<file path="config.mk">
export PLATFORM = sky130hd
export DESIGN_NAME = julian_calendar_day_number_convert
export DESIGN_NICKNAME = d
export VERILOG_FILES = /design/src/design/jcdn_pkg.sv /design/src/design/julian_calendar_day_number_convert.sv /design/src/design/jcdn_encode.sv /design/src/design/jcdn_decode.sv
export SDC_FILE = /design/constraint.sdc
export NUM_CORES = 2
export LEC_CHECK = 0
export BUFFER_PORTS_ARGS = -buffer_cell sky130_fd_sc_hd__buf_2
export CORE_MARGIN = 5
export CORE_UTILIZATION = 60
export CTS_CLUSTER_DIAMETER = 200
export CTS_CLUSTER_SIZE = 14
export DETAILED_ROUTE_END_ITERATION = 10
export PLACE_DENSITY = 0.83
export SYNTH_ARGS = -nofsm -noshare
export SYNTH_HDL_FRONTEND = slang
export SYNTH_SLANG_ARGS = --single-unit
</file>
<file path="constraint.sdc">
create_clock -name clk -period 12.7 [get_ports clk]
set_input_delay 1.905 -clock clk [delete_from_list [all_inputs] [get_ports clk]]
set_output_delay 1.905 -clock clk [all_outputs]
set_load 0.02 [all_outputs]
</file>
<file path="src/design/jcdn_pkg.sv">
`timescale 1ns / 1ps
`default_nettype none

package jcdn_pkg;

    localparam int YEAR_W   = 14;
    localparam int MONTH_W  = 4;
    localparam int DAY_W    = 5;
    localparam int DAYNUM_W = 23;
    localparam int OYEAR_W  = 16;
    localparam int WDAY_W   = 3;

    localparam logic FUNC_ENCODE = 1'b0;
    localparam logic FUNC_DECODE = 1'b1;

    localparam logic [10:0] DAYS_PER_4Y  = 11'd1461;
    localparam logic [12:0] YEAR_BIAS    = 13'd4716;
    localparam logic [12:0] YEAR_BIAS_JF = 13'd4715;
    localparam logic [10:0] DAY_BIAS     = 11'd1524;
    localparam logic [4:0]  B_SCALE      = 5'd20;
    localparam logic [11:0] B_OFFSET     = 12'd2442;
    localparam logic [2:0]  SUNDAY       = 3'd7;

    // exact reciprocal multiply: floor(t / 7305) for t < 2^28
    localparam int          CDIV_SHIFT = 41;
    localparam logic [28:0] CDIV_MAGIC =
        29'(((64'd1 << CDIV_SHIFT) + 64'd7304) / 64'd7305);

    // exact reciprocal multiply: floor(x / 7) for x < 2^24
    localparam int          WDIV_SHIFT = 27;
    localparam logic [24:0] WDIV_MAGIC =
        25'(((64'd1 << WDIV_SHIFT) + 64'd6) / 64'd7);

    typedef struct packed {
        logic signed [OYEAR_W-1:0] year;
        logic [MONTH_W-1:0]        month;
        logic [DAY_W-1:0]          day;
        logic [WDAY_W-1:0]         weekday;
    } dec_result_t;

    // floor(30.6001 * e)
    function automatic logic [8:0] month_offset(input logic [3:0] e);
        logic [8:0] v;
        unique case (e)
            4'd0:  v = 9'd0;
            4'd1:  v = 9'd30;
            4'd2:  v = 9'd61;
            4'd3:  v = 9'd91;
            4'd4:  v = 9'd122;
            4'd5:  v = 9'd153;
            4'd6:  v = 9'd183;
            4'd7:  v = 9'd214;
            4'd8:  v = 9'd244;
            4'd9:  v = 9'd275;
            4'd10: v = 9'd306;
            4'd11: v = 9'd336;
            4'd12: v = 9'd367;
            4'd13: v = 9'd397;
            4'd14: v = 9'd428;
            4'd15: v = 9'd459;
        endcase
        return v;
    endfunction

    function automatic logic [4:0] month_days(input logic [3:0] m, input logic leap);
        logic [4:0] v;
        unique case (m)
            4'd1, 4'd3, 4'd5, 4'd7, 4'd8, 4'd10, 4'd12: v = 5'd31;
            4'd4, 4'd6, 4'd9, 4'd11:                   v = 5'd30;
            4'd2:                                      v = leap ? 5'd29 : 5'd28;
            default:                                   v = 5'd0;
        endcase
        return v;
    endfunction

endpackage

`default_nettype wire

</file>
<file path="src/design/julian_calendar_day_number_convert.sv">
// Julian-calendar date to day number converter and back, fully pipelined.
// A request is taken on every clock at which start is high; busy is never
// raised, so requests may follow each other with no gap. Each result leaves
// through the encoder or decoder register stages and the output registers,
// in request order, on the output ports for one cycle with done high; the
// receiver cannot stall and must take it then. The pipeline holds the
// constant-reciprocal multiplies (divide by 7305 and by 7) and the
// 365.25-day multiply, each followed by a register stage.
`timescale 1ns / 1ps
`default_nettype none

module julian_calendar_day_number_convert
    import jcdn_pkg::*;
(
    input  logic                       clk,
    input  logic                       rst_n,
    input  logic                       start,
    output logic                       busy,
    input  logic                       func,
    input  logic [YEAR_W-1:0]          in_year,
    input  logic [MONTH_W-1:0]         in_month,
    input  logic [DAY_W-1:0]           in_day,
    input  logic [DAYNUM_W-1:0]        in_day_number,
    output logic                       done,
    output logic [DAYNUM_W-1:0]        out_day_number,
    output logic signed [OYEAR_W-1:0]  out_year,
    output logic [MONTH_W-1:0]         out_month,
    output logic [DAY_W-1:0]           out_day,
    output logic [WDAY_W-1:0]          weekday,
    output logic                       invalid_date
);

    logic [3:0]          vld_reg;
    logic [3:0]          func_reg;
    logic                accept;

    logic [DAYNUM_W-1:0] enc_num;
    logic                enc_bad;
    dec_result_t         dec;

    logic                done_reg;
    logic [DAYNUM_W-1:0] num_reg;
    logic [OYEAR_W-1:0]  year_reg;
    logic [MONTH_W-1:0]  month_reg;
    logic [DAY_W-1:0]    day_reg;
    logic [WDAY_W-1:0]   wd_reg;
    logic                bad_reg;

    assign busy   = 1'b0;
    assign accept = start && !busy;

    jcdn_encode u_encode (
        .clk        (clk),
        .year       (in_year),
        .month      (in_month),
        .day        (in_day),
        .day_number (enc_num),
        .invalid    (enc_bad)
    );

    jcdn_decode u_decode (
        .clk        (clk),
        .day_number (in_day_number),
        .result     (dec)
    );

    always_ff @(posedge clk or negedge rst_n)
    begin
        if (!rst_n)
        begin
            vld_reg  <= '0;
            done_reg <= 1'b0;
        end
        else
        begin
            vld_reg  <= {vld_reg[2:0], accept};
            done_reg <= vld_reg[3];
        end
    end

    // result select by function code
    always_ff @(posedge clk)
    begin
        func_reg <= {func_reg[2:0], func};
        if (func_reg[3] == FUNC_DECODE)
        begin
            num_reg   <= '0;
            bad_reg   <= 1'b0;
            year_reg  <= dec.year;
            month_reg <= dec.month;
            day_reg   <= dec.day;
            wd_reg    <= dec.weekday;
        end
        else
        begin
            num_reg   <= enc_num;
            bad_reg   <= enc_bad;
            year_reg  <= '0;
            month_reg <= '0;
            day_reg   <= '0;
            wd_reg    <= '0;
        end
    end

    assign done           = done_reg;
    assign out_day_number = num_reg;
    assign out_year       = $signed(year_reg);
    assign out_month      = month_reg;
    assign out_day        = day_reg;
    assign weekday        = wd_reg;
    assign invalid_date   = bad_reg;

endmodule

`default_nettype wire

</file>
<file path="src/design/jcdn_encode.sv">
`timescale 1ns / 1ps
`default_nettype none

module jcdn_encode
    import jcdn_pkg::*;
(
    input  logic                clk,
    input  logic [YEAR_W-1:0]   year,
    input  logic [MONTH_W-1:0]  month,
    input  logic [DAY_W-1:0]    day,
    output logic [DAYNUM_W-1:0] day_number,
    output logic                invalid
);

    logic        leap;
    logic        bad;
    logic        early;
    logic [14:0] s1_yy_next;
    logic [3:0]  s1_e_next;

    logic        s1_bad_reg;
    logic [14:0] s1_yy_reg;
    logic [3:0]  s1_e_reg;
    logic [4:0]  s1_day_reg;

    logic [25:0] s2_prod_next;
    logic        s2_bad_reg;
    logic [25:0] s2_prod_reg;
    logic [3:0]  s2_e_reg;
    logic [4:0]  s2_day_reg;

    logic [24:0]         sum;
    logic [DAYNUM_W-1:0] s3_num_next;
    logic [DAYNUM_W-1:0] s3_num_reg;
    logic                s3_bad_reg;
    logic [DAYNUM_W-1:0] s4_num_reg;
    logic                s4_bad_reg;

    // range checks and jan/feb shift to previous year
    always_comb
    begin
        leap  = (year[1:0] == 2'b00);
        bad   = (year == '0) || (month < 4'd1) || (month > 4'd12) || (day == '0) ||
                (day > month_days(month, leap));
        early = (month <= 4'd2);
        s1_yy_next = 15'(year) - 15'(early) + 15'(YEAR_BIAS);
        s1_e_next  = early ? 4'(month + 4'd13) : 4'(month + 4'd1);
    end

    // years times 365.25
    assign s2_prod_next = 26'(26'(s1_yy_reg) * 26'(DAYS_PER_4Y));

    always_comb
    begin
        sum = 25'(s2_prod_reg[25:2]) + 25'(month_offset(s2_e_reg)) + 25'(s2_day_reg)
              - 25'(DAY_BIAS);
        s3_num_next = s2_bad_reg ? '0 : sum[DAYNUM_W-1:0];
    end

    always_ff @(posedge clk)
    begin
        s1_bad_reg  <= bad;
        s1_yy_reg   <= s1_yy_next;
        s1_e_reg    <= s1_e_next;
        s1_day_reg  <= day;
        s2_bad_reg  <= s1_bad_reg;
        s2_prod_reg <= s2_prod_next;
        s2_e_reg    <= s1_e_reg;
        s2_day_reg  <= s1_day_reg;
        s3_num_reg  <= s3_num_next;
        s3_bad_reg  <= s2_bad_reg;
        s4_num_reg  <= s3_num_reg;
        s4_bad_reg  <= s3_bad_reg;
    end

    assign day_number = s4_num_reg;
    assign invalid    = s4_bad_reg;

endmodule

`default_nettype wire

</file>
<file path="src/design/jcdn_decode.sv">
`timescale 1ns / 1ps
`default_nettype none

module jcdn_decode
    import jcdn_pkg::*;
(
    input  logic                clk,
    input  logic [DAYNUM_W-1:0] day_number,
    output dec_result_t         result
);

    logic [23:0] s1_b_next;
    logic [27:0] s1_t_next;
    logic [23:0] s1_x7_next;
    logic [23:0] s1_b_reg;
    logic [27:0] s1_t_reg;
    logic [23:0] s1_x7_reg;

    logic [56:0] s2_cprod_next;
    logic [48:0] s2_wprod_next;
    logic [56:0] s2_cprod_reg;
    logic [48:0] s2_wprod_reg;
    logic [23:0] s2_b_reg;
    logic [23:0] s2_x7_reg;

    logic [21:0] wq;
    logic [24:0] wr_full;
    logic [2:0]  wr;
    logic [2:0]  s3_wd_next;
    logic [14:0] s3_c_reg;
    logic [2:0]  s3_wd_reg;
    logic [23:0] s3_b_reg;

    logic [25:0] dd_full;
    logic [23:0] s4_dd_reg;
    logic [14:0] s4_c_reg;
    logic [2:0]  s4_wd_reg;
    logic [23:0] s4_b_reg;

    logic [23:0] x_full;
    logic [8:0]  x;
    logic [3:0]  e;
    logic [8:0]  day_full;
    logic [3:0]  mon;

    always_comb
    begin
        s1_b_next  = 24'(day_number) + 24'(DAY_BIAS);
        s1_t_next  = 28'(28'(s1_b_next) * 28'(B_SCALE)) - 28'(B_OFFSET);
        s1_x7_next = 24'(day_number) + 24'd1;
    end

    // reciprocal multiplies for /7305 and /7
    assign s2_cprod_next = 57'(57'(s1_t_reg) * 57'(CDIV_MAGIC));
    assign s2_wprod_next = 49'(49'(s1_x7_reg) * 49'(WDIV_MAGIC));

    // weekday remainder
    always_comb
    begin
        wq      = s2_wprod_reg[48:WDIV_SHIFT];
        wr_full = 25'(s2_x7_reg) - (25'(wq) << 3) + 25'(wq);
        wr      = wr_full[2:0];
        s3_wd_next = (wr == 3'd0) ? SUNDAY : wr;
    end

    assign dd_full = 26'(26'(s3_c_reg) * 26'(DAYS_PER_4Y));

    // month search over the 30.6001 table, then day and year
    always_comb
    begin
        x_full = s4_b_reg - s4_dd_reg;
        x      = x_full[8:0];
        e      = 4'd0;
        for (int k = 1; k < 16; k++)
        begin
            if (month_offset(4'(k)) < x)
            begin
                e = 4'(k);
            end
        end
        day_full = x - month_offset(e);
        mon      = (e < 4'd14) ? 4'(e - 4'd1) : 4'(e - 4'd13);
        result.day     = day_full[DAY_W-1:0];
        result.month   = mon;
        result.weekday = s4_wd_reg;
        result.year    = (mon > 4'd2) ? $signed(16'(s4_c_reg) - 16'(YEAR_BIAS))
                                      : $signed(16'(s4_c_reg) - 16'(YEAR_BIAS_JF));
    end

    always_ff @(posedge clk)
    begin
        s1_b_reg     <= s1_b_next;
        s1_t_reg     <= s1_t_next;
        s1_x7_reg    <= s1_x7_next;
        s2_cprod_reg <= s2_cprod_next;
        s2_wprod_reg <= s2_wprod_next;
        s2_b_reg     <= s1_b_reg;
        s2_x7_reg    <= s1_x7_reg;
        s3_c_reg     <= s2_cprod_reg[55:CDIV_SHIFT];
        s3_wd_reg    <= s3_wd_next;
        s3_b_reg     <= s2_b_reg;
        s4_dd_reg    <= dd_full[25:2];
        s4_c_reg     <= s3_c_reg;
        s4_wd_reg    <= s3_wd_reg;
        s4_b_reg     <= s3_b_reg;
    end

endmodule

`default_nettype wire

</file>
# After elaboration in Yosys (flattened, before gate mapping)
# Memories as Yosys holds them, arrays and structs flattened. A register that Yosys moved wholly into a read port is not among the register bits.
# Cells that the tools add are included.
[totals]
reg_bits = 385
rom_bits = 288
in_bits = 50
output_inout_bits = 54
word_cells = 122
n_memories = 2
[memory_table]
columns = ["memory", "depth", "width", "read_ports", "rd_ports_with_merged_regs", "wr", "line_no", "rtl"]
rows = [
  ["(name not given)", 16, 9, 1, 0, 0, "jcdn_pkg.sv:44", "unique case (e)"],
  ["(name not given)", 16, 9, 1, 1, 0, "jcdn_pkg.sv:44", ""],
]
[classes]
add_sub_neg = 18
n_mul = 5
n_lt_le_gt_ge = 21
eq_ne = 12
mux = 20
n_reduce_logical = 10
[ops]
columns = ["cell", "count"]
rows = [
  ["$mux 4", 16],
  ["$lt 9x9->1 const A", 7],
  ["$mul 28x28->55 const B", 1],
  ["$lt 8x9->1 const A", 4],
  ["$sub 15x13->16 const B", 2],
  ["$mul 24x24->29 const B", 1],
  ["$sub 28x12->28 const B", 1],
  ["$mul 24x3->26 const B", 1],
  ["$mul 15x11->25 const B", 1],
  ["$add 23x1->24 const B", 1],
  ["$add 23x11->24 const B", 1],
  ["$add 23x5->23", 1],
  ["$add 23x9->23", 1],
  ["$sub 23x11->23 const B", 1],
  ["$eq 4x4->1 const B", 5],
  ["$lt 7x9->1 const A", 2],
  ["$eq 4x3->1 const B", 4],
  ["$mux 16", 1],
  ["$add 15x13->15 const B", 1],
  ["$mul 15x11->11 const B", 1],
  ["$pmux 5 s3", 1],
  ["$sub 14x1->15", 1],
  ["$logic_not 14->1", 1],
  ["$lt 5x9->1 const A", 1],
  ["other kinds (24)", 29],
]

# Longest topological paths before layout
[depth]
depth_word = 21
ltp_mapped = 26
mapped_depth_nobuf = 26

# Modules after synthesis
# Synthesis repeated with hierarchy kept, for this count alone.
[unflattened]
cells_unflattened = 3490
hier_area_um2 = 35783.1
[by_module_without_submodules]
columns = ["module", "n_inst", "cells_each", "area_per_inst_um2", "seq_area_each_um2"]
rows = [
  ["jcdn_decode", 1, 2546, 25949.9, 3002.9],
  ["jcdn_encode", 1, 824, 8225.4, 2222.1],
  ["julian_calendar_day_number_convert", 1, 120, 1607.8, 1246.2],
]

# Worst setup path before layout
# Ideal clock, no wire load.
[synth_timing]
path_type = "input to register"
from = "in in_day_number[6]"
to = "reg u_decode.s1_t_reg[27]"
setup_ns = 0.129
arrival_ns = 6.483
t_required_ns = 12.571
path_slack_ns = 6.087
stages = 18
path_buffers = 1
path_cell_list = "clkbuf_1 > or4_1 > or3_1 > a21oi_1 > xnor2_1 > ha_1 > ha_1 > a21o_1 > a21oi_1 > o21ai_0 > a211o_1 > o31ai_1 > xnor2_1 > nor3b_1 > and4_1 > nand2b_1 > nor4b_2 > xnor3_1"
[synth_via]
elab_chain_len = 3
[synth_rtl]
columns = ["element", "line_no", "rtl"]
rows = [
  ["start, declared", "julian_calendar_day_number_convert.sv:23", "input logic [DAYNUM_W-1:0] in_day_number,"],
  ["$add 23x11->24", "jcdn_decode.sv:48", "s1_b_next = 24'(day_number) + 24'(DAY_BIAS);"],
  ["$mul 24x3->26", "jcdn_decode.sv:49", "s1_t_next = 28'(28'(s1_b_next) * 28'(B_SCALE)) - 28'(B_OFFSET);"],
  ["$sub 28x12->28", "jcdn_decode.sv:49", ""],
  ["named net u_decode.s1_t_next[27]", "jcdn_decode.sv:13", "logic [27:0] s1_t_next;"],
  ["end signal, assigned", "jcdn_decode.sv:93", "s1_t_reg <= s1_t_next;"],
  ["end, declared", "jcdn_decode.sv:16", "logic [27:0] s1_t_reg;"],
]
# The timed path passes the listed nets, and every way through them passes these cells.
# A chain may end at the register's enable or synchronous reset.

# Final worst setup path
[layout_timing]
from = "reg u_decode.s1_t_reg[9]"
to = "reg u_decode.s2_cprod_reg[55]"
[layout_via]
elab_chain_len = 1
[layout_rtl]
columns = ["element", "line_no", "rtl"]
rows = [
  ["$mul 28x28->55", "jcdn_decode.sv:54", "assign s2_cprod_next = 57'(57'(s1_t_reg) * 57'(CDIV_MAGIC));"],
  ["named net u_decode.s2_cprod_next[55]", "jcdn_decode.sv:19", "logic [56:0] s2_cprod_next;"],
  ["end signal, assigned", "jcdn_decode.sv:95", "s2_cprod_reg <= s2_cprod_next;"],
  ["end, declared", "jcdn_decode.sv:21", "logic [56:0] s2_cprod_reg;"],
]
# The timed path passes the listed nets, and every way through them passes these cells.

==> results.py <==
metrics = {
    "flow_run": {
        "maxCapViolations": 0,
    },
    "critical_path": {
        "worstReg2RegEnd": "u_decode.s2_cprod_reg[55]",
        "reg2reg_setup_slack_ns": 4.93,
        "crit_required_ns": 13.21,
        "critPathLaunch": "u_decode.s1_t_reg[9]",
        "critPathLaunchType": "register",
        "criticalPathCategory": "register to register",
        "reg2reg_depth": 22,
        "critPathCaptureType": "register",
        "crit_fanout": 10,
        "r2r-start": "u_decode.s1_t_reg[9]",
        "crit_path_end": "u_decode.s2_cprod_reg[55]",
        "worst_ep_arrival_time_ns": 8.27,
    },
    "timing": {
        "hold_ws_ns": 0.323,
        "slew_viol_final": 0,
        "slew_headroom_pct": 37.3,
        "finalCritPeriodShare_pct": 61.2,
        "max_clock_freq_mhz": 129,
        "rsz0062_at_grt": "false",
        "min_period_ns": 7.77,
        "tns_ns": 0,
        "tightest_slew_ns": 0.939,
        "setup_viol": 0,
        "hold_viol": 0,
        "worst_slack_ns": 4.93,
        "fin_worst_skew_ns": 0.0266,
    },
    "route": {
        "ant_nets": 0,
        "dr.pass1.iters": 5,
        "via_count": 23000,
        "drtIter0Drc": 1248,
        "routed_wirelength_um": 77500,
        "routedWlPerCell_um": 18.4,
        "viasPerCell": 5.46,
        "drc": 0,
    },
    "placement": {
        "io_buffers": 102,
        "pre_cts_slack_ns": 5.05,
        "gp_congestion": 1.00,
        "place_hpwl_um": 66000,
        "placed_area_sq_um": 36100,
    },
    "logic_synthesis": {
        "yosysTopAreaCellShare_pct": 28.6,
        "synthArstFlopShare_pct": 1.55,
        "synth.distinct_cells": 98,
        "syn_area_sq_um": 34800,
        "yosys_most_used_dff": "dfxtp_1",
        "yosys.area.top_type": "fa_1",
        "ys_seq_elements": 322,
        "netlist_top_cells_count": "inv_1, ha_1, fa_1",
        "synth_edf_count": 0,
        "yosysSeqAreaShare_pct": 18.6,
        "synth.most_common_cell": "inv_1",
        "ys_warn_count": 0,
        "synthCells": 3344,
        "postSynthAreaPerCell_sq_um": 10.4,
        "synthesis.nets": 4572,
        "synth_area_leaders": "fa_1, ha_1, dfxtp_1",
    },
    "floorplan": {
        "fp-row-count": 88,
        "die_w_um": 251,
        "die_h_um": 251,
        "io_pins": 104,
        "floorplan.initialDensity_pct": 60.4,
        "die_area_sq_um": 62800,
        "coreArea_sq_um": 57600,
    },
    "clock_network": {
        "path_clk_slew_ns": 0.09,
        "clk_latency_ns": 0.57,
        "cts.path.max_buffers": 3,
        "postCtsSetupRepairBufs": 0,
        "ctsHoldBuffers": 0,
        "cts_sinks": 322,
        "tritoncts": "done",
        "post_cts_resized": 0,
        "cts-htree-levels": 1,
        "numCtsBuffers": 26,
        "clockRootBuffer": "clkbuf_16",
    },
    "grt": {
        "track_usage_pct": 25.2,
        "grt_start_max_net_pins": 44,
        "grt-ovfl-total": 0,
        "first_global_vias": 25400,
        "grt_pass1_wl_um": 129000,
        "antenna_found_initial": 3,
    },
    "layout": {
        "syn2layout_area_growth_pct": 5.96,
        "layout-drive-gt1-share_pct": 5.09,
        "finish.instance_area_sq_um": 36800,
        "fin_nets": 4683,
    },
    "run_status": {
        "status": "complete, no violations",
    },
    "min_path": {
        "min_path_type": "register to register",
    },
}
## logic make-up (layout without fill, tap and decap cells)
kind of cell	after synthesis	after routing	share of synthesized area (%)
flip-flops	322	322	18.6
other	1	3	0.0108
adder cells (fa/ha/maj)	1178	1178	53.1
XOR/XNOR	196	196	5.00
buffers and inverters	843	954	9.18
AO/OA/AOI/OAI	363	363	7.26
AND/OR/NAND/NOR	430	430	6.40
multiplexers	11	11	0.389
## how the worst min path moves through the flow
| stage | start | end | slack (ns) | cells after the start |
|---|---|---|---|---|
| after global placement | u_encode.s1_bad_reg | u_encode.s2_bad_reg | 0.31 | 0 |
| after floorplan | func_reg[0] | func_reg[1] | 0.31 | 0 |
| after detailed placement | u_decode.s2_b_reg[8] | u_decode.s3_b_reg[8] | 0.31 | 0 |
| after CTS | u_encode.s1_day_reg[1] | u_encode.s2_day_reg[1] | 0.32 | 0 |
| final | u_decode.s2_b_reg[3] | u_decode.s3_b_reg[3] | 0.32 | 0 |
| after global routing | u_encode.s3_num_reg[2] | u_encode.day_number[2] | 0.33 | 0 |
## routing by layer
metal	up-vias	track usage [%]	share of wire, %
met5	-	0	0
met4	0	7.41	3.4
met3	178	5.12	7.0
met2	700	44.0	49
met1	11300	31.8	41
li1	10900	-	-
## critical path, stage by stage, from the launching register on
cell and delay [ns]:
dfxtp_1 0.75, fa_1 0.58, fa_1 0.50, ha_1 0.31, fa_1 0.54, fa_1 0.57
inv_1 0.06, fa_1 0.58, inv_1 0.07, fa_1 0.54, ha_1 0.26, a21o_1 0.16
a21o_1 0.17, a21oi_1 0.54, o211ai_1 0.39, a211oi_1 0.45, o31ai_1 0.21, nand4_1 0.16
a21oi_1 0.10, nor3_1 0.30, o21bai_1 0.14, a21oi_1 0.19, xnor2_1 0.13
## placed cells by master (no fill, tap or decap), drive strengths merged, types with 8 or more instances in the layout
master  count
inv       819
ha        681
fa        497
dfxtp     317
xnor2     122
nor2      117
buf       106
a21oi     102
nand2      74
xor2       73
o21ai      61
a21o       50
nor3       45
nor2b      44
clkbuf     28
nand3      27
and3       20
nand4      19
a211oi     19
nand2b     18
o21a       18
o21bai     17
a31oi      15
or3        13
and2       13
nor4       11
o31ai      10
mux2i       9
o211ai      8
## area by class of cell
type                            instances  area [sq um]
Clock buffer                           28           679
Antenna cell                            2          5.00
Inverter                              820          3080
Sequential cell                       322          6470
Fill cell                            4366         20800
Multi-Input combinational cell       2179         25100
Timing Repair Buffer                  106           541
Tap cell                              765           957
## per-stage QoR
step / instances / util, %
2_1_floorplan: 3344 / -
3_3_place_gp: 4192 / 62.8
3_5_place_dp: 4192 / 62.8
4_1_cts: 4220 / 63.9
5_1_grt: 4222 / 64.0
6_report: 4222 / 64.0
Power is not shown: default switching activity piles up to over one toggle a cycle in this logic, so the estimate is an artifact.
